--- config.mk ---
export PLATFORM = sky130hd
export DESIGN_NAME = wto_cmd_queue
export DESIGN_NICKNAME = d
export VERILOG_FILES = /design/src/sv/wto_pkg.sv /design/src/sv/wto_cmd_queue.sv
export SDC_FILE = /design/constraint.sdc
export NUM_CORES = 1
export LEC_CHECK = 0
export ABC_AREA = 1
export BUFFER_PORTS_ARGS = -buffer_cell sky130_fd_sc_hd__buf_4
export CAP_MARGIN = 20
export CORE_MARGIN = 5
export CORE_UTILIZATION = 40
export DETAILED_ROUTE_END_ITERATION = 8
export PLACE_DENSITY = 0.59
export REMOVE_ABC_BUFFERS = 1
export SLEW_MARGIN = 20
export SYNTH_ARGS = -nofsm -noshare
export SYNTH_HDL_FRONTEND = slang
export SYNTH_SLANG_ARGS = --single-unit
--- constraint.sdc ---
create_clock -name clk -period 5.06 [get_ports clk]
set_input_delay 1.518 -clock clk [delete_from_list [all_inputs] [get_ports clk]]
set_output_delay 1.518 -clock clk [all_outputs]
set_load 0.1 [all_outputs]
--- src/sv/wto_pkg.sv ---
// Types, constants and helpers shared by the wavetable oscillator modules.
// No dependencies.
package wto_pkg;

  localparam int TABLE_LEN = 1024;
  localparam int NUM_NOTES = 128;
  localparam int NUM_WAVES = 3;

  localparam int FRAC_W      = 16;
  localparam int IDX_W       = $clog2(TABLE_LEN);
  localparam int PHASE_W     = IDX_W + FRAC_W;
  localparam int SAMPLE_W    = 16;
  localparam int WAVE_W      = 2;
  localparam int NOTE_W      = 7;
  localparam int STORE_DEPTH = NUM_WAVES * NUM_NOTES * TABLE_LEN;
  localparam int ADDR_W      = $clog2(STORE_DEPTH);
  localparam int CFG_IDX_W   = 2;
  localparam int CFG_DATA_W  = 26;

  localparam int CMD_DEPTH   = 4;
  localparam int CMD_PTR_W   = $clog2(CMD_DEPTH);
  localparam int CMD_CNT_W   = $clog2(CMD_DEPTH + 1);
  localparam int OUT_DEPTH   = 4;
  localparam int OUT_PTR_W   = $clog2(OUT_DEPTH);
  localparam int OUT_CNT_W   = $clog2(OUT_DEPTH + 1);

  typedef enum logic [1:0] {
    REQ_TICK        = 2'd0,
    REQ_LOAD        = 2'd1,
    REQ_PHASE_RESET = 2'd2
  } req_t;

  typedef enum logic [CFG_IDX_W-1:0] {
    CFG_WAVE = 2'd0,
    CFG_NOTE = 2'd1,
    CFG_INC  = 2'd2
  } cfg_idx_t;

  typedef enum logic {
    CMD_WRITE = 1'b0,
    CMD_TICK  = 1'b1
  } cmd_kind_t;

  typedef struct packed {
    cmd_kind_t           kind;
    logic [ADDR_W-1:0]   addr0;
    logic [ADDR_W-1:0]   addr1;
    logic [SAMPLE_W-1:0] data;
    logic [FRAC_W-1:0]   frac;
    logic                sel_ok;
  } cmd_t;

  function automatic logic [ADDR_W-1:0] store_addr(input logic [WAVE_W-1:0] wave,
                                                   input logic [NOTE_W-1:0] note,
                                                   input logic [IDX_W-1:0]  idx);
    int a;
    a = (int'(wave) * NUM_NOTES + int'(note)) * TABLE_LEN + int'(idx);
    return ADDR_W'(a);
  endfunction

endpackage

--- src/sv/wto_cmd_queue.sv ---
// Short command queue between the front end and the table back end.
// Depends on wto_pkg.
module wto_cmd_queue import wto_pkg::*; (
  input  logic clk,
  input  logic rst,
  input  logic push,
  input  cmd_t push_cmd,
  output logic full,
  input  logic pop,
  output logic empty,
  output cmd_t head
);

  cmd_t                 entries [CMD_DEPTH];
  logic [CMD_PTR_W-1:0] wr_ptr;
  logic [CMD_PTR_W-1:0] rd_ptr;
  logic [CMD_CNT_W-1:0] count;
  logic                 do_push;
  logic                 do_pop;

  assign full    = (32'(count) == CMD_DEPTH);
  assign empty   = (count == '0);
  assign head    = entries[rd_ptr];
  assign do_push = push && !full;
  assign do_pop  = pop && !empty;

  always_ff @(posedge clk) begin
    if (do_push) begin
      entries[wr_ptr] <= push_cmd;
    end
  end

  always_ff @(posedge clk) begin
    if (rst) begin
      wr_ptr <= '0;
      rd_ptr <= '0;
      count  <= '0;
    end else begin
      if (do_push) wr_ptr <= wr_ptr + CMD_PTR_W'(1);
      if (do_pop)  rd_ptr <= rd_ptr + CMD_PTR_W'(1);
      case ({do_push, do_pop})
        2'b10:   count <= count + CMD_CNT_W'(1);
        2'b01:   count <= count - CMD_CNT_W'(1);
        default: ;
      endcase
    end
  end

endmodule

==> run summary <==
Critical Setup Path Class - register to output port
delay-heaviest family, CP - buffers and inverters
Resized cells post-CTS - 0
WP data arrival - 2.65 ns
fin crit share - 82.41%
clk_lat worst skew - 0.53 ns
hold_buf cts - 0
die width - 180.1 um
ant diodes - 0
initial antenna violation count - 2
combined area of the multi-input logic cells - 2416 um^2
wire per inst - 18.54 um
Max rail drop VDD - 0.0005461 V
Cell Area, Synth - 11580 um^2
max-cap viol count - 0
die area - 32450 um^2
# clock sinks - 297
IO Count - 150
CTS Buf Count - 30
Setup Fix Bufs, Post-CTS - 0
CP required - 3.54 ns
pwr/cell area - 620.3 nW/um^2
hpwl dp - 14150 um
skew final - 0.005304 ns
Seq/Total Area, Yosys - 76.25%
RSZ-0062 raised after global routing - false
largest net degree at the start of global routing - 88
vias in the first global route - 6846
worst hold path type - register to register
first-pass GRT wire length - 38390 um
Critical path buffers and inverters - 3
startpoint class of the critical path - register
hold violation count in the final report - 0
RePlAce Congestion - 0.7166
Synth area leaders - edfxtp_1 (75%), o21ai_0 (5.9%), o22ai_2 (5.4%)
CP Cell Sequence - inv_6 > buf_4 > o21ai_0 > o22ai_2 > buf_4
Post-Syn Instances - 766
status - finished clean
fraction of layout cells with a size suffix above 1 - 33.33%
met3 Track Usage GR - 3.331%
root buffer selected by CTS - clkbuf_16
leak pwr - 4.816 nW
most frequent cells in the layout - edfxtp_1 (288), buf_4 (164), o21ai_0 (136)
# setup viols final - 0
M2 GR Usage - 24.65%
via/cell ratio - 5.020
Filler cells - 2539
commonest non-fill, non-tap cell in the layout - edfxtp_1
global route hottest layer - met2
final core occ - 48.64%
hold_ws - 0.5048 ns
Distinct cells, synth - 22
# DRC - 0
CTS clock-pin slew for the worst setup and hold paths - 0.06 ns
Register Area - 8833 um^2
CORE AREA - 28630 um^2
Tot Pwr - 8.638 mW
R2R Setup Slk - 2.58 ns
fin nets - 998
Worst slew margin - 45.31%
Clock Tree Buf Depth - 3
Die Y-Extent - 180.1 um
port buffer count - 149
CP max stage delay - 0.60 ns
FF+latch count, synth - 297
drt first-iter violations - 339
Peak Freq - 0.2398 GHz
CTS tree - built
initial core utilization - 40.45%
DR vias - 6641
met1 Use GR - 19.88%
Worst-Margin Slew - 0.8184 ns
number of core rows - 62
crit path max fanout - 87
Total Routing Usage GR - 14.70%
mean post-synth cell area - 15.12 um^2
CP dominant cell by count - buf_4
top cell type's share of synthesized area - 74.69%
Remaining Overflow, GRT - 0
H-tree depth - 1
fin. max-slew vios - 0
1st-pass router iterations - 4
Critical-path top delay cell - inv_6
largest area contributor in the netlist - edfxtp_1
Syn. warnings - 0
antenna-violating nets left - 0
Area Growth Syn to Fin - 20.26%
Worst setup EP type - output port
drt total wl - 24520 um
fin crit period - 4.170 ns
==> per-stage QoR <==
step / area, um^2 / TNS [ns] / worst slack (ns) / std cells
finish: 13920 / 0 / 0.8903 / 1323
global placement: 13040 / 0 / 1.423 / 1268
floorplan: 11300 / -79.27 / -0.7515 / 720
CTS: 13920 / 0 / 0.8160 / 1323
global route: 13920 / 0 / 0.7124 / 1323
detailed placement: 13040 / 0 / 1.386 / 1268
==> cell type report <==
class	count	share of cell area [%]
Timing Repair Buffer	164	8.842
Clock buffer	37	5.733
Inverter	20	0.5930
Multi-Input combinational cell	403	17.35
Tap cell	384	3.450
Clock inverter	18	0.5930
Sequential cell	297	63.44
==> metal layers <==
layer | vias to the layer above | part of all wire, % | wire length [um]
li1 | 3164 | - | -
met1 | 3289 | 44 | 10840
met2 | 143 | 48 | 11790
met3 | 41 | 5.9 | 1449
met4 | 4 | 1.7 | 417
met5 | - | 0.11 | 27
==> registers in the layout (all words and copies together), names as in the netlist, named ones only <==
register  count
entries     288
wr_ptr        2
rd_ptr        2
count         3
==> report_power, final <==
group          total, mW  switching [mW]  internal [mW]
clock               1.97           0.857           1.11
combinational       3.67            2.95          0.716
sequential          3.00          0.0780           2.92
total               8.64            3.89           4.75
==> worst paths after layout <==
check                    startpoint                        to  cells past startpoint
max                        register                  head[20]                      5
min reg2reg  wr_ptr[0]$_SDFFE_PP0P_    wr_ptr[0]$_SDFFE_PP0P_                      2
max reg2reg   count[1]$_SDFFE_PP0P_  entries[1][31]$_DFFE_PP_                      5
min          wr_ptr[0]$_SDFFE_PP0P_    wr_ptr[0]$_SDFFE_PP0P_                      2
==> logic make-up after synthesis <==
kind of cell | count (synthesis) | share of synthesized area, %
AOI/OAI and AO/OA | 223 | 13.12
buffers and inverters | 66 | 3.145
DFF | 297 | 76.25
adders and majority gates | 6 | 0.7132
and+or+nand+nor | 174 | 6.775
==> worst reg2reg max path, cell delays in order (launching register included) <==
cell and delay (ns):
dfxtp_1 0.35, nor2_1 0.08, nand2_1 0.12, nand2_1 0.29
nor2_4 0.74, buf_4 0.54
==> synth_stat cells <==
library cell / n
a21oi_1: 5
clkbuf_2: 6
nor2_2: 50
o22ai_2: 50
clkbuf_1: 13
buf_12: 1
ha_1: 5
dfxtp_1: 9
inv_1: 18
o21ai_1: 10
o22ai_1: 22
buf_2: 17
edfxtp_1: 288
nand2_1: 15
buf_6: 8
fa_1: 1
inv_4: 1
nand3_1: 5
nor2_1: 104
buf_4: 1
inv_6: 1
o21ai_0: 136
Power figures use the tool's default switching activity.
