$ cat config.mk
export PLATFORM = sky130hd
export DESIGN_NAME = wto_out_queue
export DESIGN_NICKNAME = d
export VERILOG_FILES = /design/src/sv/wto_pkg.sv /design/src/sv/wto_out_queue.sv
export SDC_FILE = /design/constraint.sdc
export NUM_CORES = 1
export LEC_CHECK = 0
export ABC_AREA = 1
export BUFFER_PORTS_ARGS = -buffer_cell sky130_fd_sc_hd__buf_2
export CAP_MARGIN = 20
export CORE_UTILIZATION = 50
export CTS_CLUSTER_SIZE = 20
export DETAILED_ROUTE_END_ITERATION = 6
export PLACE_DENSITY = 0.74
export RECOVER_POWER = 100
export SYNTH_ARGS = -nofsm -noshare
export SYNTH_HDL_FRONTEND = slang
export SYNTH_SLANG_ARGS = --single-unit
$ cat constraint.sdc
create_clock -name clk -period 1.5 [get_ports clk]
set_input_delay 0 -clock clk [delete_from_list [all_inputs] [get_ports clk]]
set_output_delay 0 -clock clk [all_outputs]
set_load 0.03 [all_outputs]
$ cat src/sv/wto_pkg.sv
// Types, constants and helpers shared by the wavetable oscillator modules.
// No dependencies.
package wto_pkg;

  localparam int TABLE_LEN = 1024;
  localparam int NUM_NOTES = 128;
  localparam int NUM_WAVES = 3;

  localparam int FRAC_W      = 16;
  localparam int IDX_W       = $clog2(TABLE_LEN);
  localparam int PHASE_W     = IDX_W + FRAC_W;
  localparam int SAMPLE_W    = 16;
  localparam int WAVE_W      = 2;
  localparam int NOTE_W      = 7;
  localparam int STORE_DEPTH = NUM_WAVES * NUM_NOTES * TABLE_LEN;
  localparam int ADDR_W      = $clog2(STORE_DEPTH);
  localparam int CFG_IDX_W   = 2;
  localparam int CFG_DATA_W  = 26;

  localparam int CMD_DEPTH   = 4;
  localparam int CMD_PTR_W   = $clog2(CMD_DEPTH);
  localparam int CMD_CNT_W   = $clog2(CMD_DEPTH + 1);
  localparam int OUT_DEPTH   = 4;
  localparam int OUT_PTR_W   = $clog2(OUT_DEPTH);
  localparam int OUT_CNT_W   = $clog2(OUT_DEPTH + 1);

  typedef enum logic [1:0] {
    REQ_TICK        = 2'd0,
    REQ_LOAD        = 2'd1,
    REQ_PHASE_RESET = 2'd2
  } req_t;

  typedef enum logic [CFG_IDX_W-1:0] {
    CFG_WAVE = 2'd0,
    CFG_NOTE = 2'd1,
    CFG_INC  = 2'd2
  } cfg_idx_t;

  typedef enum logic {
    CMD_WRITE = 1'b0,
    CMD_TICK  = 1'b1
  } cmd_kind_t;

  typedef struct packed {
    cmd_kind_t           kind;
    logic [ADDR_W-1:0]   addr0;
    logic [ADDR_W-1:0]   addr1;
    logic [SAMPLE_W-1:0] data;
    logic [FRAC_W-1:0]   frac;
    logic                sel_ok;
  } cmd_t;

  function automatic logic [ADDR_W-1:0] store_addr(input logic [WAVE_W-1:0] wave,
                                                   input logic [NOTE_W-1:0] note,
                                                   input logic [IDX_W-1:0]  idx);
    int a;
    a = (int'(wave) * NUM_NOTES + int'(note)) * TABLE_LEN + int'(idx);
    return ADDR_W'(a);
  endfunction

endpackage

$ cat src/sv/wto_out_queue.sv
// Result queue holding interpolated samples until they are taken.
// Depends on wto_pkg.
module wto_out_queue import wto_pkg::*; (
  input  logic                 clk,
  input  logic                 rst,
  input  logic                 push,
  input  logic [SAMPLE_W-1:0]  push_sample,
  input  logic                 pop,
  output logic                 empty,
  output logic [SAMPLE_W-1:0]  head,
  output logic [OUT_CNT_W-1:0] count
);

  logic [SAMPLE_W-1:0]  entries [OUT_DEPTH];
  logic [OUT_PTR_W-1:0] wr_ptr;
  logic [OUT_PTR_W-1:0] rd_ptr;
  logic                 do_pop;

  assign empty  = (count == '0);
  assign head   = entries[rd_ptr];
  assign do_pop = pop && !empty;

  always_ff @(posedge clk) begin
    if (push) begin
      entries[wr_ptr] <= push_sample;
    end
  end

  always_ff @(posedge clk) begin
    if (rst) begin
      wr_ptr <= '0;
      rd_ptr <= '0;
      count  <= '0;
    end else begin
      if (push)   wr_ptr <= wr_ptr + OUT_PTR_W'(1);
      if (do_pop) rd_ptr <= rd_ptr + OUT_PTR_W'(1);
      case ({push, do_pop})
        2'b10:   count <= count + OUT_CNT_W'(1);
        2'b01:   count <= count - OUT_CNT_W'(1);
        default: ;
      endcase
    end
  end

endmodule

==> flow_metrics.env <==
export IMPL_clk_insertion_delay_late_ns=0.33
export IMPL_start_kind="flop"
export IMPL_syn_avg_cell_area_sq_um=12.9
export IMPL_fill_cells=385
export IMPL_antenna_found_initial=0
export IMPL_die_area_sq_mm=0.00594
export IMPL_r2r_start="count[2]$_SDFFE_PP0P_"
export IMPL_finalCritPeriodShare_pct=108
export IMPL_antenna_cells=0
export IMPL_cts_root_buffer="clkbuf_8"
export IMPL_whs_path_depth=2
export IMPL_min_delay_start="push_sample[10]"
export IMPL_path_class="flop to flop"
export IMPL_synth_area_leaders="edfxtp_1 68%, dfxtp_1 6.4%, o21ai_1 5.0%, nor2_1 4.9%, o22ai_1 3.5%"
export IMPL_crit_arrival_ns=1.85
export IMPL_die_x_microns=77.1
export IMPL_period_needed_ns=1.62
export IMPL_nets=324
export IMPL_report_final_slew_viol_count=0
export IMPL_status="finished with violations"
export IMPL_peakVddDrop_uv=1090
export IMPL_wl_per_cell_microns=14.1
export IMPL_reg2regPathDepth=13
export IMPL_fp_dieH_microns=77.1
export IMPL_yosysTopAreaCellShare_pct=68.1
export IMPL_grt_max_degree=19
export IMPL_hpwl_mm=3.13
export IMPL_track_usage_pct=19.9
export IMPL_via_per_inst=5.10
export IMPL_finalSetupViolCount=2
export IMPL_place_congestion=0.755
export IMPL_path_max_fanout=2
export IMPL_setup_ws_ns=-0.120
export IMPL_path_cells="inv_4 -> nand3_4 -> inv_6 -> nor2_4 -> ha_2 -> inv_2 -> fa_2 -> inv_1 -> nand2_1 -> nand3_1 -> nand2_1 -> inv_1 -> nor2_1"
export IMPL_synth_area_leader_cell="edfxtp_1"
export IMPL_hold_path_class="input port to flop"
export IMPL_synth_cell_types=16
export IMPL_globalRoute_totalOverflow=0
export IMPL_cap_violations=0
export IMPL_start_util_pct=53.5
export IMPL_cts_buffer_depth=2
export IMPL_p_sw_share_pct=31.1
export IMPL_ys_seq_area_share_pct=74.5
export IMPL_cts_sinks=73
export IMPL_worstReg2RegEnd="count[2]$_SDFFE_PP0P_"
export IMPL_p_int_mw=3.80
export IMPL_drc=0
export IMPL_p_clk_share_pct=27.2
export IMPL_drt_initial_drc_count=88
export IMPL_syn_area_sq_mm=0.00282
export IMPL_power_frac_seq_pct=44.0
export IMPL_end_kind="flop"
export IMPL_pwr_share_comb_pct=28.8
export IMPL_synth_seq_cells=73
export IMPL_rsz0062_at_grt="yes"
export IMPL_cts_buffers=9
export IMPL_power_leakage_nw=1.39
export IMPL_fin_skew_ns=0.00316
export IMPL_area_growth_pct=31.1
export IMPL_grt_pass1_vias=1959
export IMPL_syn_nets=244
export IMPL_routed_wl_mm=5.26
export IMPL_row_count=26
export IMPL_drive_gt1_share_pct=23.1
export IMPL_slew_headroom_pct=75.5
export IMPL_core_sq_mm=0.00527
export IMPL_crit_required_ns=1.73
export IMPL_first_pass_iters=4
export IMPL_fin_cells=373
export IMPL_fmaxAchievable_mhz=617
export IMPL_finalHoldViolations=0
export IMPL_violations="setup timing"
export IMPL_yosys_warnings=0
export IMPL_p_sw_mw=1.71
export IMPL_dp_cells=334
export IMPL_min_to="entries[2][10]$_DFFE_PP_"
export IMPL_htree_levels=3
export IMPL_power_density_mw_per_mm2=1490
export IMPL_netlist_instances=218
export IMPL_tns_ns=-0.160
export IMPL_ff2ff_setup_slack_ns=-0.12
export IMPL_io_pins=40
export IMPL_cts_tree="done"
export IMPL_via_count=1902
export IMPL_grt_first_pass_wirelength_mm=8.78
export IMPL_port_buffers=39
export IMPL_worst_pin_slew_ns=0.368
export IMPL_postRouteAntennaNets=0
export IMPL_clkTransAtPathRegs_ns=0.07
export IMPL_crit_slowest_cell="dfxtp_4"
export IMPL_cpPeakStageDelay_ns=0.36
[final cells by class]
cell class              count  area [sq um]  share of cell area [%]
clock buffers              13           159                    4.30
clock inverters             3          38.8                    1.05
inverters                  20          90.1                    2.44
multi-input cells         117           627                    17.0
flip-flops and latches     73          2120                    57.2
well taps                  70          87.6                    2.37
repair buffers             77           578                    15.6
[metal layers]
metal  vias to the layer above  GRT usage [%]  routed length (microns)
met5                         -              0                        0
met4                         0           12.1                       99
met3                        11           4.29                      245
met2                        58           34.6                     2750
met1                       892           22.3                     2160
li1                        941              -                        -
[Yosys cell counts]
cell / number
a21oi_1: 6
buf_2: 6
buf_4: 2
dfxtp_1: 9
edfxtp_1: 64
fa_1: 1
ha_1: 5
inv_1: 13
inv_2: 7
nand2_1: 12
nand3_1: 3
nand4_1: 1
nor2_1: 37
o21ai_0: 8
o21ai_1: 28
o22ai_1: 16
[power by group through the flow]
| stage | sequential (mW) | clock [mW] | combinational [mW] |
|---|---|---|---|
| after global placement | 2.45 | 0 | 1.39 |
| after floorplan | 2.50 | 0 | 0.906 |
| after global routing | 2.44 | 1.61 | 1.72 |
| final | 2.42 | 1.50 | 1.59 |
| after CTS | 2.42 | 1.54 | 1.52 |
| after detailed placement | 2.46 | 0 | 1.42 |
[registers in the layout, summed over array words and instances (netlist names), named ones only]
| name | count |
|---|---|
| count | 3 |
| entries | 64 |
| rd_ptr | 2 |
| wr_ptr | 2 |
[critical path: cells and delay by family, from the launching register on]
kind,cells,cell delay [ns]
fa+ha+maj,2,0.52
simple gates,6,0.39
flops,1,0.36
buf+inv,5,0.25
[what timing repair did]
item,in CTS,in global routing
endpoints found under the setup margin,15,12
gates resized for setup,5,12
pin swaps,1,0
buffers inserted,2,2
endpoints found under the hold margin,72,0
hold buffers,19,0
[per-stage QoR]
step	power, mW	setup slack, ns	hold WS (ns)	cell area (sq um)	util, %
global placement	3.84	-0.0111	0.216	3260	61.9
finish	5.51	-0.120	0.455	3700	70.1
floorplan	3.41	-0.121	0.0989	2860	-
detailed placement	3.88	-0.0828	0.217	3260	61.9
global route	5.77	-0.227	0.480	3700	70.1
CTS	5.48	-0.0876	0.398	3680	69.8
[placed cells by master (no fill, tap or decap), drive strengths merged, types with 9 or more instances in the layout]
cell and instances:
buf 38, inv 20, o22ai 16, edfxtp 64, clkbuf 33, nor2 37
dlygate4sd3 19, o21ai 36, dfxtp 9, nand2 12
[cell families after synthesis]
family	Yosys count	share of synthesized area, %
AND/OR/NAND/NOR	53	7.28
AO/OA/AOI/OAI	58	11.0
adder cells (fa/ha/maj)	6	2.93
buffers and inverters	28	4.26
flip-flops	73	74.5
[how the worst max path moves through the flow]
| stage | from | to | slack (ns) | depth (start not counted) |
|---|---|---|---|---|
| floorplan | count[0]$_SDFFE_PP0P_ | count[2]$_SDFFE_PP0P_ | -0.12 | 13 |
| global placement | count[2]$_SDFFE_PP0P_ | count[2]$_SDFFE_PP0P_ | -0.01 | 13 |
| detailed placement | count[2]$_SDFFE_PP0P_ | count[2]$_SDFFE_PP0P_ | -0.08 | 12 |
| CTS | count[2]$_SDFFE_PP0P_ | count[2]$_SDFFE_PP0P_ | -0.09 | 12 |
| global route | count[2]$_SDFFE_PP0P_ | count[2]$_SDFFE_PP0P_ | -0.23 | 12 |
| finish | count[2]$_SDFFE_PP0P_ | count[2]$_SDFFE_PP0P_ | -0.12 | 13 |
Note: power is estimated with default switching activity, not from simulation.
