File: src/sv/wto_pkg.sv
// Types, constants and helpers shared by the wavetable oscillator modules.
// No dependencies.
package wto_pkg;

  localparam int TABLE_LEN = 1024;
  localparam int NUM_NOTES = 128;
  localparam int NUM_WAVES = 3;

  localparam int FRAC_W      = 16;
  localparam int IDX_W       = $clog2(TABLE_LEN);
  localparam int PHASE_W     = IDX_W + FRAC_W;
  localparam int SAMPLE_W    = 16;
  localparam int WAVE_W      = 2;
  localparam int NOTE_W      = 7;
  localparam int STORE_DEPTH = NUM_WAVES * NUM_NOTES * TABLE_LEN;
  localparam int ADDR_W      = $clog2(STORE_DEPTH);
  localparam int CFG_IDX_W   = 2;
  localparam int CFG_DATA_W  = 26;

  localparam int CMD_DEPTH   = 4;
  localparam int CMD_PTR_W   = $clog2(CMD_DEPTH);
  localparam int CMD_CNT_W   = $clog2(CMD_DEPTH + 1);
  localparam int OUT_DEPTH   = 4;
  localparam int OUT_PTR_W   = $clog2(OUT_DEPTH);
  localparam int OUT_CNT_W   = $clog2(OUT_DEPTH + 1);

  typedef enum logic [1:0] {
    REQ_TICK        = 2'd0,
    REQ_LOAD        = 2'd1,
    REQ_PHASE_RESET = 2'd2
  } req_t;

  typedef enum logic [CFG_IDX_W-1:0] {
    CFG_WAVE = 2'd0,
    CFG_NOTE = 2'd1,
    CFG_INC  = 2'd2
  } cfg_idx_t;

  typedef enum logic {
    CMD_WRITE = 1'b0,
    CMD_TICK  = 1'b1
  } cmd_kind_t;

  typedef struct packed {
    cmd_kind_t           kind;
    logic [ADDR_W-1:0]   addr0;
    logic [ADDR_W-1:0]   addr1;
    logic [SAMPLE_W-1:0] data;
    logic [FRAC_W-1:0]   frac;
    logic                sel_ok;
  } cmd_t;

  function automatic logic [ADDR_W-1:0] store_addr(input logic [WAVE_W-1:0] wave,
                                                   input logic [NOTE_W-1:0] note,
                                                   input logic [IDX_W-1:0]  idx);
    int a;
    a = (int'(wave) * NUM_NOTES + int'(note)) * TABLE_LEN + int'(idx);
    return ADDR_W'(a);
  endfunction

endpackage

File: src/sv/wto_front.sv
// Front end: configuration registers, phase accumulator and item classification.
// Depends on wto_pkg.
module wto_front import wto_pkg::*; (
  input  logic                  clk,
  input  logic                  rst,
  input  logic                  cfg_valid,
  input  logic [CFG_IDX_W-1:0]  cfg_index,
  input  logic [CFG_DATA_W-1:0] cfg_data,
  input  logic                  accept,
  input  logic [1:0]            req_type,
  input  logic [WAVE_W-1:0]     load_wave,
  input  logic [NOTE_W-1:0]     load_note,
  input  logic [IDX_W-1:0]      load_index,
  input  logic [SAMPLE_W-1:0]   load_value,
  output logic                  cmd_push,
  output cmd_t                  cmd
);

  logic [WAVE_W-1:0]  wave_select;
  logic [NOTE_W-1:0]  note_select;
  logic [PHASE_W-1:0] phase_increment;
  logic [PHASE_W-1:0] phase_acc;
  logic [PHASE_W-1:0] phase_acc_next;
  logic [IDX_W-1:0]   idx0;
  logic [IDX_W-1:0]   idx1;
  logic               load_ok;
  logic               sel_ok;

  always_ff @(posedge clk) begin
    if (rst) begin
      wave_select     <= '0;
      note_select     <= '0;
      phase_increment <= '0;
    end else if (cfg_valid) begin
      unique case (cfg_idx_t'(cfg_index))
        CFG_WAVE: wave_select     <= cfg_data[WAVE_W-1:0];
        CFG_NOTE: note_select     <= cfg_data[NOTE_W-1:0];
        CFG_INC:  phase_increment <= cfg_data[PHASE_W-1:0];
        default:  ;
      endcase
    end
  end

  assign idx0    = phase_acc[PHASE_W-1:FRAC_W];
  assign idx1    = (32'(idx0) == TABLE_LEN - 1) ? '0 : idx0 + IDX_W'(1);
  assign sel_ok  = (32'(wave_select) < NUM_WAVES) && (32'(note_select) < NUM_NOTES);
  assign load_ok = (32'(load_wave) < NUM_WAVES) && (32'(load_note) < NUM_NOTES) &&
                   (32'(load_index) < TABLE_LEN);

  always_comb begin
    phase_acc_next = phase_acc;
    cmd_push       = 1'b0;
    cmd.kind       = CMD_TICK;
    cmd.addr0      = store_addr(wave_select, note_select, idx0);
    cmd.addr1      = store_addr(wave_select, note_select, idx1);
    cmd.data       = load_value;
    cmd.frac       = phase_acc[FRAC_W-1:0];
    cmd.sel_ok     = sel_ok;
    if (accept) begin
      unique case (req_type)
        REQ_TICK: begin
          phase_acc_next = phase_acc + phase_increment;
          cmd_push       = 1'b1;
        end
        REQ_LOAD: begin
          cmd.kind  = CMD_WRITE;
          cmd.addr0 = store_addr(load_wave, load_note, load_index);
          cmd_push  = load_ok;
        end
        REQ_PHASE_RESET: phase_acc_next = '0;
        default: ;
      endcase
    end
  end

  always_ff @(posedge clk) begin
    if (rst) begin
      phase_acc <= '0;
    end else begin
      phase_acc <= phase_acc_next;
    end
  end

endmodule

File: config.mk
export PLATFORM = sky130hd
export DESIGN_NAME = wto_front
export DESIGN_NICKNAME = d
export VERILOG_FILES = /design/src/sv/wto_pkg.sv /design/src/sv/wto_front.sv
export SDC_FILE = /design/constraint.sdc
export NUM_CORES = 1
export LEC_CHECK = 0
export BUFFER_PORTS_ARGS = -buffer_cell sky130_fd_sc_hd__buf_2
export CAP_MARGIN = 15
export CORE_ASPECT_RATIO = 1.25
export CORE_MARGIN = 10
export CORE_UTILIZATION = 45
export DETAILED_ROUTE_END_ITERATION = 10
export PLACE_DENSITY = 0.76
export SYNTH_ARGS = -nofsm -noshare
export SYNTH_HDL_FRONTEND = slang
export SYNTH_SLANG_ARGS = --single-unit
export TNS_END_PERCENT = 100
File: constraint.sdc
create_clock -name clk -period 2.1 [get_ports clk]
set_input_delay 0.42 -clock clk [delete_from_list [all_inputs] [get_ports clk]]
set_output_delay 0.42 -clock clk [all_outputs]
set_load 0.03 [all_outputs]
==> flow_metrics.tcl, run 1 <==
set metrics [dict create \
    p_clk_share_pct 36.8 \
    p_leak_uw 0.00246 \
    intPower_uw 1780 \
    synth_area_sq_um 4010 \
    ios 142 \
    grtUsageMet3_pct 5.40 \
    grt_busiest_layer "met2" \
    synth_seq_area_share_pct 30.5 \
    initial_utilization_pct 46.0 \
    run_status "complete, but fails checks" \
    ant_nets 0 \
    grt_max_degree 38 \
    num_antenna_cells 0 \
    vdd_drop_max_v 0.000294 \
    yosys_warnings 0 \
    preCtsSetupSlack_ns -0.144 \
    io_buffers 109 \
    fill_cells 770 \
    hp-start "cfg_data[23]" \
    cts.clk_slew.worst_paths_ns 0.06 \
    drt_iter0_drc 120 \
    via_count 3980 \
    grtUsageMet1_pct 18.7 \
    synth_top_family_by_area "compound AO/OA/AOI/OAI gates" \
    reg2reg_from "phase_increment[16]" \
    finalSetupViolCount 10 \
    grt_pass1_vias 4056 \
    grt_use_met2_pct 29.7 \
    drc 0 \
    hold_buffers 0 \
    pwr-share-comb_pct 14.2 \
    skew_ns 0.00768 \
    synth_compound_area_share_pct 20.6 \
    grt_setup_unrepaired "true" \
    maxCapViolCount 0 \
    grt_pass1_wl_microns 18900 \
    power_frac_seq_pct 49.1 \
    drtPass1Iterations 4 \
    finalCritPeriodShare_pct 104 \
    dieArea_sq_um 13100 \
    synth.area.mux_share_pct 7.59 \
    drive_gt1_share_pct 39.9 \
    failed_checks "negative setup slack" \
    fin_crit_ns 2.18 \
    final_cell_count_no_fill 749 \
    multi_input_area_sq_um 2710 \
    htreeDepth 3 \
    worstHoldPathCells 3 \
    clock.fmax_mhz 458 \
    dpl-instance-area_sq_um 4780 \
    synthSimpleGateAreaFrac_pct 17.3 \
    place_congestion 0.881 \
    drt-total-wl_microns 11700 \
    worstReg2RegEnd "phase_acc[24]" \
    synth_adder_area_share_pct 8.62 \
    grt_util_all_layers_pct 17.0 \
    ys.flop_type "dfxtp_1" \
    cts-root-buf "clkbuf_8" \
    die_y_microns 125 \
    coreArea_sq_um 8700 \
    required_ns 2.32 \
    holdPathEnd "phase_increment[23]" \
    area_growth_pct 32.5 \
    wl_per_cell_microns 15.6 \
    num-nets-final 721 \
    worst_pin_slew_ns 0.607 \
    clkSinkCount 61 \
    worstSetupEndpointType "flop" \
    switching_share_pct 27.5 \
    clock_path_buffers 2 \
    vias_per_cell 5.31 \
    grt_overflow 0 \
    numPlacedInstances 727 \
    p_sw_uw 674 \
    synthArstFlopShare_pct 0 \
    layout_commonest_cell "buf_2" \
    ys_types 50 \
    tritoncts "yes" \
    report.final.hold_viol_count 0 \
    cp.arrival_ns 2.40 \
    register_area_sq_um 1230 \
    antenna_found_initial 0 \
    crit_fanout 2 \
    critPathKind "flop to flop" \
    synthCells 501 \
    fp.dieW_microns 104 \
    layout_setup_ws_ns -0.0820 \
    synth-edff-count 0 \
    syn_nets 597 \
    r2r_slack_ns -0.08 \
    crit_start "phase_increment[16]" \
    synth_seq_cells 61 \
    synth_xor_area_share_pct 6.56 \
    p_per_area_nw_per_um2 462 \
    cts_buffers 9 \
    hp-class "input port to flop" \
    clkLatencyLatePin_ns 0.36 \
    num_rows 38 \
    dp_hpwl_microns 8850 \
    final_cell_area_sq_um 5310 \
    max_slew_margin_pct 59.5 \
    worstSetupStartpointType "flop" \
    ff2ff_path_depth 9 \
    syn_avg_cell_area_sq_um 7.99 \
    mostFrequentLayoutCells "buf_2 (101), nand2_1 (87), buf_4 (56)" \
    slew_viol_final 0 \
]
==> how the worst max path moves through the flow <==
stage	endpoint	slack (ns)
after floorplan	phase_acc[24]	-0.04
after global placement	phase_acc[22]	-0.09
after detailed placement	phase_acc[22]	-0.14
after CTS	phase_acc[22]	-0.12
after global routing	phase_acc[24]	-0.14
final	phase_acc[24]	-0.08
==> cell type report <==
type	instances	share of cell area (%)
multi-input combinational	380	51.1
sequential	61	23.2
timing repair buffer	165	19.3
tap	120	2.83
clock buffer	13	2.81
inverter	8	0.566
clock inverter	2	0.189
==> metrics by stage <==
stage / TNS, ns / total power, uW / utilization [%] / hold slack [ns]
floorplan: -0.0382 / 1490 / - / 0.440
detailed placement: -0.558 / 1560 / 55.0 / 0.456
CTS: -0.284 / 2470 / 58.7 / 0.287
finish: -0.351 / 2450 / 61.0 / 0.299
global placement: -0.217 / 1560 / 55.0 / 0.449
global route: -1.20 / 2560 / 61.0 / 0.296
==> routing by layer <==
metal	vias to the layer above	wire length, microns	part of all wire, %
met5	-	0	0
met2	142	5740	49
li1	1965	-	-
met4	0	262	2.2
met1	1853	4870	42
met3	20	796	6.8
==> repair_timing <==
action,CTS,global route
gates resized for setup,33,46
pin swaps,15,13
setup buffers,5,2
setup endpoints to repair,15,22
==> registers in the layout (all words and copies together), names as in the netlist <==
register and count:
phase_increment 26, wave_select 2, note_select 7, phase_acc 26
==> cells in the mapped netlist, types with 3 or more instances <==
master | number | area share [%]
a21o_1 | 12 | 2.2
a21oi_1 | 53 | 6.6
a22oi_1 | 8 | 1.5
a31oi_1 | 6 | 0.94
and3_1 | 8 | 1.2
buf_4 | 33 | 6.2
clkbuf_1 | 15 | 1.4
dfxtp_1 | 61 | 30
ha_1 | 26 | 8.1
inv_1 | 8 | 0.75
mux2_2 | 19 | 5.3
mux2i_1 | 9 | 2.2
nand2_1 | 87 | 8.2
nand3_1 | 7 | 0.87
nand3b_1 | 3 | 0.56
nor2_1 | 40 | 3.7
nor2b_1 | 3 | 0.47
o21a_1 | 5 | 0.94
o21ai_0 | 13 | 1.6
o21ai_1 | 18 | 2.2
xnor2_1 | 17 | 3.7
xor2_1 | 13 | 2.8
==> logic make-up (layout without fill, tap and decap cells) <==
logic type | Yosys count | after routing
adder cells (fa/ha/maj) | 27 | 27
XOR/XNOR | 30 | 30
flip-flops | 61 | 61
buffers and inverters | 60 | 188
multiplexers | 28 | 28
AO/OA/AOI/OAI | 134 | 134
AND/OR/NAND/NOR | 161 | 161
==> power groups by stage <==
| stage | clock network (uW) | registers, uW | logic, uW |
|---|---|---|---|
| 2_1_floorplan | 0 | 1230 | 253 |
| 3_3_place_gp | 0 | 1230 | 332 |
| 3_5_place_dp | 0 | 1230 | 338 |
| 4_1_cts | 926 | 1200 | 342 |
| 5_1_grt | 976 | 1210 | 379 |
| 6_report | 901 | 1200 | 347 |
==> worst max-delay path, stage by stage (launching register included) <==
cell,delay (ns)
dfxtp_1,0.32
ha_1,0.23
a21o_1,0.21
a21o_1,0.18
a21o_1,0.19
a311o_1,0.34
a31o_1,0.20
a21oi_2,0.15
xor2_1,0.16
o21ai_1,0.07
Power figures use the tool's default switching activity.
==> run 2: changes to the inputs <==
--- a/config.mk
+++ b/config.mk
@@ -10,6 +10,7 @@
 export CORE_ASPECT_RATIO = 1.25
 export CORE_MARGIN = 10
 export CORE_UTILIZATION = 45
+export CTS_BUF_LIST = sky130_fd_sc_hd__clkbuf_16
 export DETAILED_ROUTE_END_ITERATION = 10
 export PLACE_DENSITY = 0.76
 export SYNTH_ARGS = -nofsm -noshare
==> flow_metrics.tcl, run 2 (same netlist as run 1, synthesis figures left out) <==
set metrics [dict create \
    path_buf_inv 1 \
    drc 0 \
    vdd_drop_max_v 0.000402 \
    grt_overflow 0 \
    report.final.hold_viol_count 0 \
    power_frac_seq_pct 42.8 \
    grt_util_all_layers_pct 16.9 \
    cts-root-buf "clkbuf_16" \
    drtPass1Iterations 4 \
    grt_pass1_vias 4088 \
    hold_buffers 0 \
    r2r_slack_ns -0.07 \
    max_slew_margin_pct 59.7 \
    worst_pin_slew_ns 0.605 \
    layout_commonest_cell "buf_2" \
    clock.fmax_mhz 461 \
    num-nets-final 717 \
    crit_path_cell_trace "ha_4, inv_2, fa_2, nor2b_4, o211ai_2, a21oi_1, a2bb2oi_2, a31o_1, a21oi_2, xor2_1, o21ai_1" \
    required_ns 2.30 \
    final_cell_area_sq_um 5310 \
    holdPathEnd "phase_increment[23]" \
    area_growth_pct 32.6 \
    clock_path_buffers 2 \
    worstSetupStartpointType "flop" \
    failed_checks "negative setup slack" \
    drive_gt1_share_pct 37.3 \
    reg2reg_from "phase_increment[0]" \
    via_count 3984 \
    grt_pass1_wl_microns 18700 \
    ant_nets 0 \
    vias_per_cell 5.35 \
    largestRegisters "phase_acc: 26 flops, phase_increment: 26 flops, note_select: 7 flops" \
    p_per_area_nw_per_um2 531 \
    switching_share_pct 25.6 \
    clkLatencyLatePin_ns 0.34 \
    cts_buffers 9 \
    setup_tns_ns -0.336 \
    ios 142 \
    num_antenna_cells 0 \
    skew_ns 0.00490 \
    maxCapViolCount 0 \
    crit_family "compound AO/OA/AOI/OAI gates" \
    p_clk_share_pct 44.9 \
    cp.arrival_ns 2.37 \
    layout_setup_ws_ns -0.0693 \
    dpl-instance-area_sq_um 4780 \
    antenna_found_initial 0 \
    pwr-share-comb_pct 12.3 \
    critPathKind "flop to flop" \
    io_buffers 109 \
    cts.clk_slew.worst_paths_ns 0.05 \
    grt_max_degree 38 \
    dp_hpwl_microns 8850 \
    mostFrequentLayoutCells "buf_2 (102), nand2_1 (87), dfxtp_1 (54)" \
    htreeDepth 3 \
    multi_input_area_sq_um 2660 \
    finalSetupViolCount 9 \
    register_area_sq_um 1230 \
    numPlacedInstances 727 \
    run_status "complete, but fails checks" \
    preCtsSetupSlack_ns -0.144 \
    critical-path-max-stage-delay_ns 0.38 \
    worstHoldPathCells 3 \
    critical_path.slowest_cell "fa_2" \
    coreArea_sq_um 8700 \
    finalCritPeriodShare_pct 103 \
    worstSetupEndpointType "flop" \
    crit_fanout 2 \
    whs_ns 0.316 \
    fill_cells 780 \
    intPower_uw 2100 \
    die_y_microns 125 \
    p_sw_uw 722 \
    drt_iter0_drc 133 \
    place_congestion 0.881 \
    dieArea_sq_um 13100 \
    final_cell_count_no_fill 745 \
    hp-start "cfg_data[23]" \
    slew_viol_final 0 \
    p_leak_uw 0.00249 \
    wl_per_cell_microns 15.8 \
    fin_crit_ns 2.17 \
    initial_utilization_pct 46.0 \
    fp.dieW_microns 104 \
    clkSinkCount 61 \
    hp-class "input port to flop" \
    worstReg2RegEnd "phase_acc[24]" \
    num_rows 38 \
    tritoncts "yes" \
    ff2ff_path_depth 11 \
    drt-total-wl_microns 11800 \
    grt_setup_unrepaired "true" \
]
run 2: power by group through the flow:
stage	Combinational (uW)	Sequential [uW]	Clock, uW
after floorplan	253	1230	0
after global placement	332	1230	0
after detailed placement	338	1230	0
after CTS	343	1200	1290
after global routing	378	1210	1340
final	347	1210	1270
run 2: stage by stage:
step                total power (uW)  utilization (%)
global placement                1560             55.0
CTS                             2840             59.5
detailed placement              1560             55.0
finish                          2820             61.0
global route                    2920             61.0
floorplan                       1490                -
run 2: how the worst max path moves through the flow:
stage | start | end | slack (ns) | cells past startpoint
final | phase_increment[0] | phase_acc[24] | -0.07 | 11
after global routing | phase_increment[0] | phase_acc[22] | -0.14 | 11
after CTS | phase_increment[0] | phase_acc[22] | -0.11 | 11
after detailed placement | phase_acc[0] | phase_acc[22] | -0.14 | 11
after global placement | phase_acc[0] | phase_acc[22] | -0.09 | 11
after floorplan | phase_acc[13] | phase_acc[24] | -0.04 | 10
run 2: routing by layer:
| metal | vias up | track usage (%) | wire, microns | part of all wire, % |
|---|---|---|---|---|
| met4 | 0 | 7.38 | 222 | 1.9 |
| met2 | 134 | 29.6 | 5860 | 50 |
| met3 | 22 | 4.93 | 767 | 6.5 |
| met1 | 1873 | 18.6 | 4920 | 42 |
| met5 | - | 0 | 0 | 0 |
| li1 | 1955 | - | - | - |
run 2: worst min-delay path: cells and delay by family:
family,cells,cell delay (ns)
AO/OA/AOI/OAI,1,0.05
buffers and inverters,1,0.09
AND/OR/NAND/NOR,1,0.04
run 2: final cells by class:
class	instances	area share [%]
flip-flops and latches	61	23.2
inverters	8	0.566
multi-input cells	380	50.0
clock inverters	6	0.471
repair buffers	161	18.7
clock buffers	9	4.24
well taps	120	2.83
run 2: repair_timing:
item,4_1_cts,5_1_grt
endpoints found under the setup margin,15,21
gates resized for setup,32,30
pin swaps,12,13
setup buffers,3,0
==> run 3: changes to the inputs <==
--- a/config.mk
+++ b/config.mk
@@ -9,10 +9,10 @@
 export CAP_MARGIN = 15
 export CORE_ASPECT_RATIO = 1.25
 export CORE_MARGIN = 10
-export CORE_UTILIZATION = 45
+export CORE_UTILIZATION = 46
 export CTS_BUF_LIST = sky130_fd_sc_hd__clkbuf_16
 export DETAILED_ROUTE_END_ITERATION = 10
-export PLACE_DENSITY = 0.76
+export PLACE_DENSITY = 0.78
 export SYNTH_ARGS = -nofsm -noshare
 export SYNTH_HDL_FRONTEND = slang
 export SYNTH_SLANG_ARGS = --single-unit
==> flow_metrics.tcl, run 3 (same netlist as run 1, synthesis figures left out) <==
set metrics [dict create \
    run_status "complete, but fails checks" \
    failed_checks "negative setup slack" \
    area_growth_pct 40.9 \
    clock.fmax_mhz 444 \
    worstSetupEndpointType "flop" \
    cts.clk_slew.worst_paths_ns 0.06 \
    fin_crit_ns 2.25 \
    ios 142 \
    reg2reg_from "phase_acc[5]" \
    p_per_area_nw_per_um2 584 \
    htreeDepth 3 \
    largestRegisters "phase_acc: 26 flops, phase_increment: 26 flops, note_select: 7 flops" \
    cts_buffers 9 \
    num_rows 38 \
    place_congestion 0.928 \
    p_sw_uw 798 \
    p_leak_uw 0.00257 \
    io_buffers 109 \
    num-nets-final 725 \
    ant_nets 0 \
    final_cell_count_no_fill 754 \
    mostFrequentLayoutCells "buf_2 (102), nand2_1 (86), buf_4 (58)" \
    clock_path_buffers 2 \
    cts-root-buf "clkbuf_16" \
    clkLatencyLatePin_ns 0.34 \
    preCtsSetupSlack_ns -0.105 \
    drive_gt1_share_pct 43.5 \
    worstSetupStartpointType "flop" \
    cp.arrival_ns 2.45 \
    vias_per_cell 5.34 \
    skew_ns 0.00747 \
    slew_viol_final 0 \
    maxCapViolCount 0 \
    hp-class "input port to flop" \
    report.final.hold_viol_count 0 \
    dieArea_sq_um 12900 \
    max_slew_margin_pct 60.0 \
    grt_pass1_wl_microns 19700 \
    power_frac_seq_pct 36.6 \
    tritoncts "yes" \
    grt_max_degree 39 \
    coreArea_sq_um 8610 \
    intPower_uw 2500 \
    via_count 4027 \
    drt-total-wl_microns 12300 \
    layout_setup_ws_ns -0.152 \
    finalSetupViolCount 7 \
    wl_per_cell_microns 16.4 \
    antenna_found_initial 0 \
    crit_start "phase_acc[5]" \
    p_clk_share_pct 52.7 \
    clkSinkCount 61 \
    required_ns 2.30 \
    critPathKind "flop to flop" \
    setup_tns_ns -0.567 \
    fp.dieW_microns 103 \
    hp-start "cfg_data[23]" \
    pwr-share-comb_pct 10.7 \
    drtPass1Iterations 5 \
    finalCritPeriodShare_pct 107 \
    dp_hpwl_microns 8800 \
    num_antenna_cells 0 \
    grt_setup_unrepaired "true" \
    drc 0 \
    grt_overflow 0 \
    die_y_microns 124 \
    grt_pass1_vias 4307 \
    vdd_drop_max_v 0.000439 \
    crit_fanout 3 \
    grt_util_all_layers_pct 18.8 \
    drt_iter0_drc 183 \
    hold_buffers 0 \
    layout_commonest_cell "buf_2" \
    numPlacedInstances 724 \
    initial_utilization_pct 46.5 \
    worst_pin_slew_ns 0.600 \
    whs_ns 0.317 \
    switching_share_pct 24.2 \
]
## run 3: changes by cell type in the layout (fill, tap and decap cells not counted), sizes merged
| cell | previous run | this run |
|---|---|---|
| clkinv | 3 | 2 |
| bufinv | 0 | 3 |
| inv | 11 | 10 |
| buf | 161 | 169 |
## run 3: final cells by class
cell class	instances	area (sq um)
fillers	671	2960
multi-input cells	380	2820
flip-flops and latches	61	1240
repair buffers	169	1060
clock buffers	9	225
well taps	120	150
clock inverters	7	121
inverters	8	30.0
## run 3: critical path: stages, from the launching register on
cell and delay (ns):
dfxtp_1 0.37, ha_4 0.23, a21oi_1 0.27, o21a_1 0.22, and2_4 0.17, o21bai_4 0.05
a221o_1 0.38, a21oi_2 0.18, xor2_1 0.17, o21ai_1 0.07
## run 3: through the flow
step | utilization, % | power [uW] | instance area (sq um)
floorplan | - | 1490 | 4040
global placement | 55.3 | 1550 | 4760
detailed placement | 55.3 | 1560 | 4760
CTS | 63.1 | 3300 | 5430
global route | 65.6 | 3390 | 5640
finish | 65.6 | 3290 | 5640
## run 3: what timing repair did
action                                 in CTS  in global routing
buffers inserted                           11                  6
endpoints found under the hold margin       0                  0
setup endpoints to repair                  19                 21
resized for setup                          50                 50
pin swaps                                  27                 25
## run 3: worst paths after layout
kind,cells after the start,slack [ns],endpoint
max,9,-0.15,phase_acc[18]
min,3,0.32,phase_increment[23]
max reg2reg,9,-0.15,phase_acc[18]
min reg2reg,2,0.46,phase_increment[9]
## run 3: layer usage
layer,vias to the layer above,GRT usage (%),wire (microns)
met2,150,32.1,6210
met1,1865,20.1,4690
li1,1973,-,-
met4,0,9.19,406
met5,-,0,0
met3,39,5.88,1040
## run 3: power groups by stage
stage / Combinational (uW) / Sequential, uW / Clock (uW)
6_report: 353 / 1200 / 1740
5_1_grt: 385 / 1210 / 1800
4_1_cts: 346 / 1210 / 1750
3_5_place_dp: 335 / 1230 / 0
3_3_place_gp: 327 / 1230 / 0
2_1_floorplan: 253 / 1230 / 0
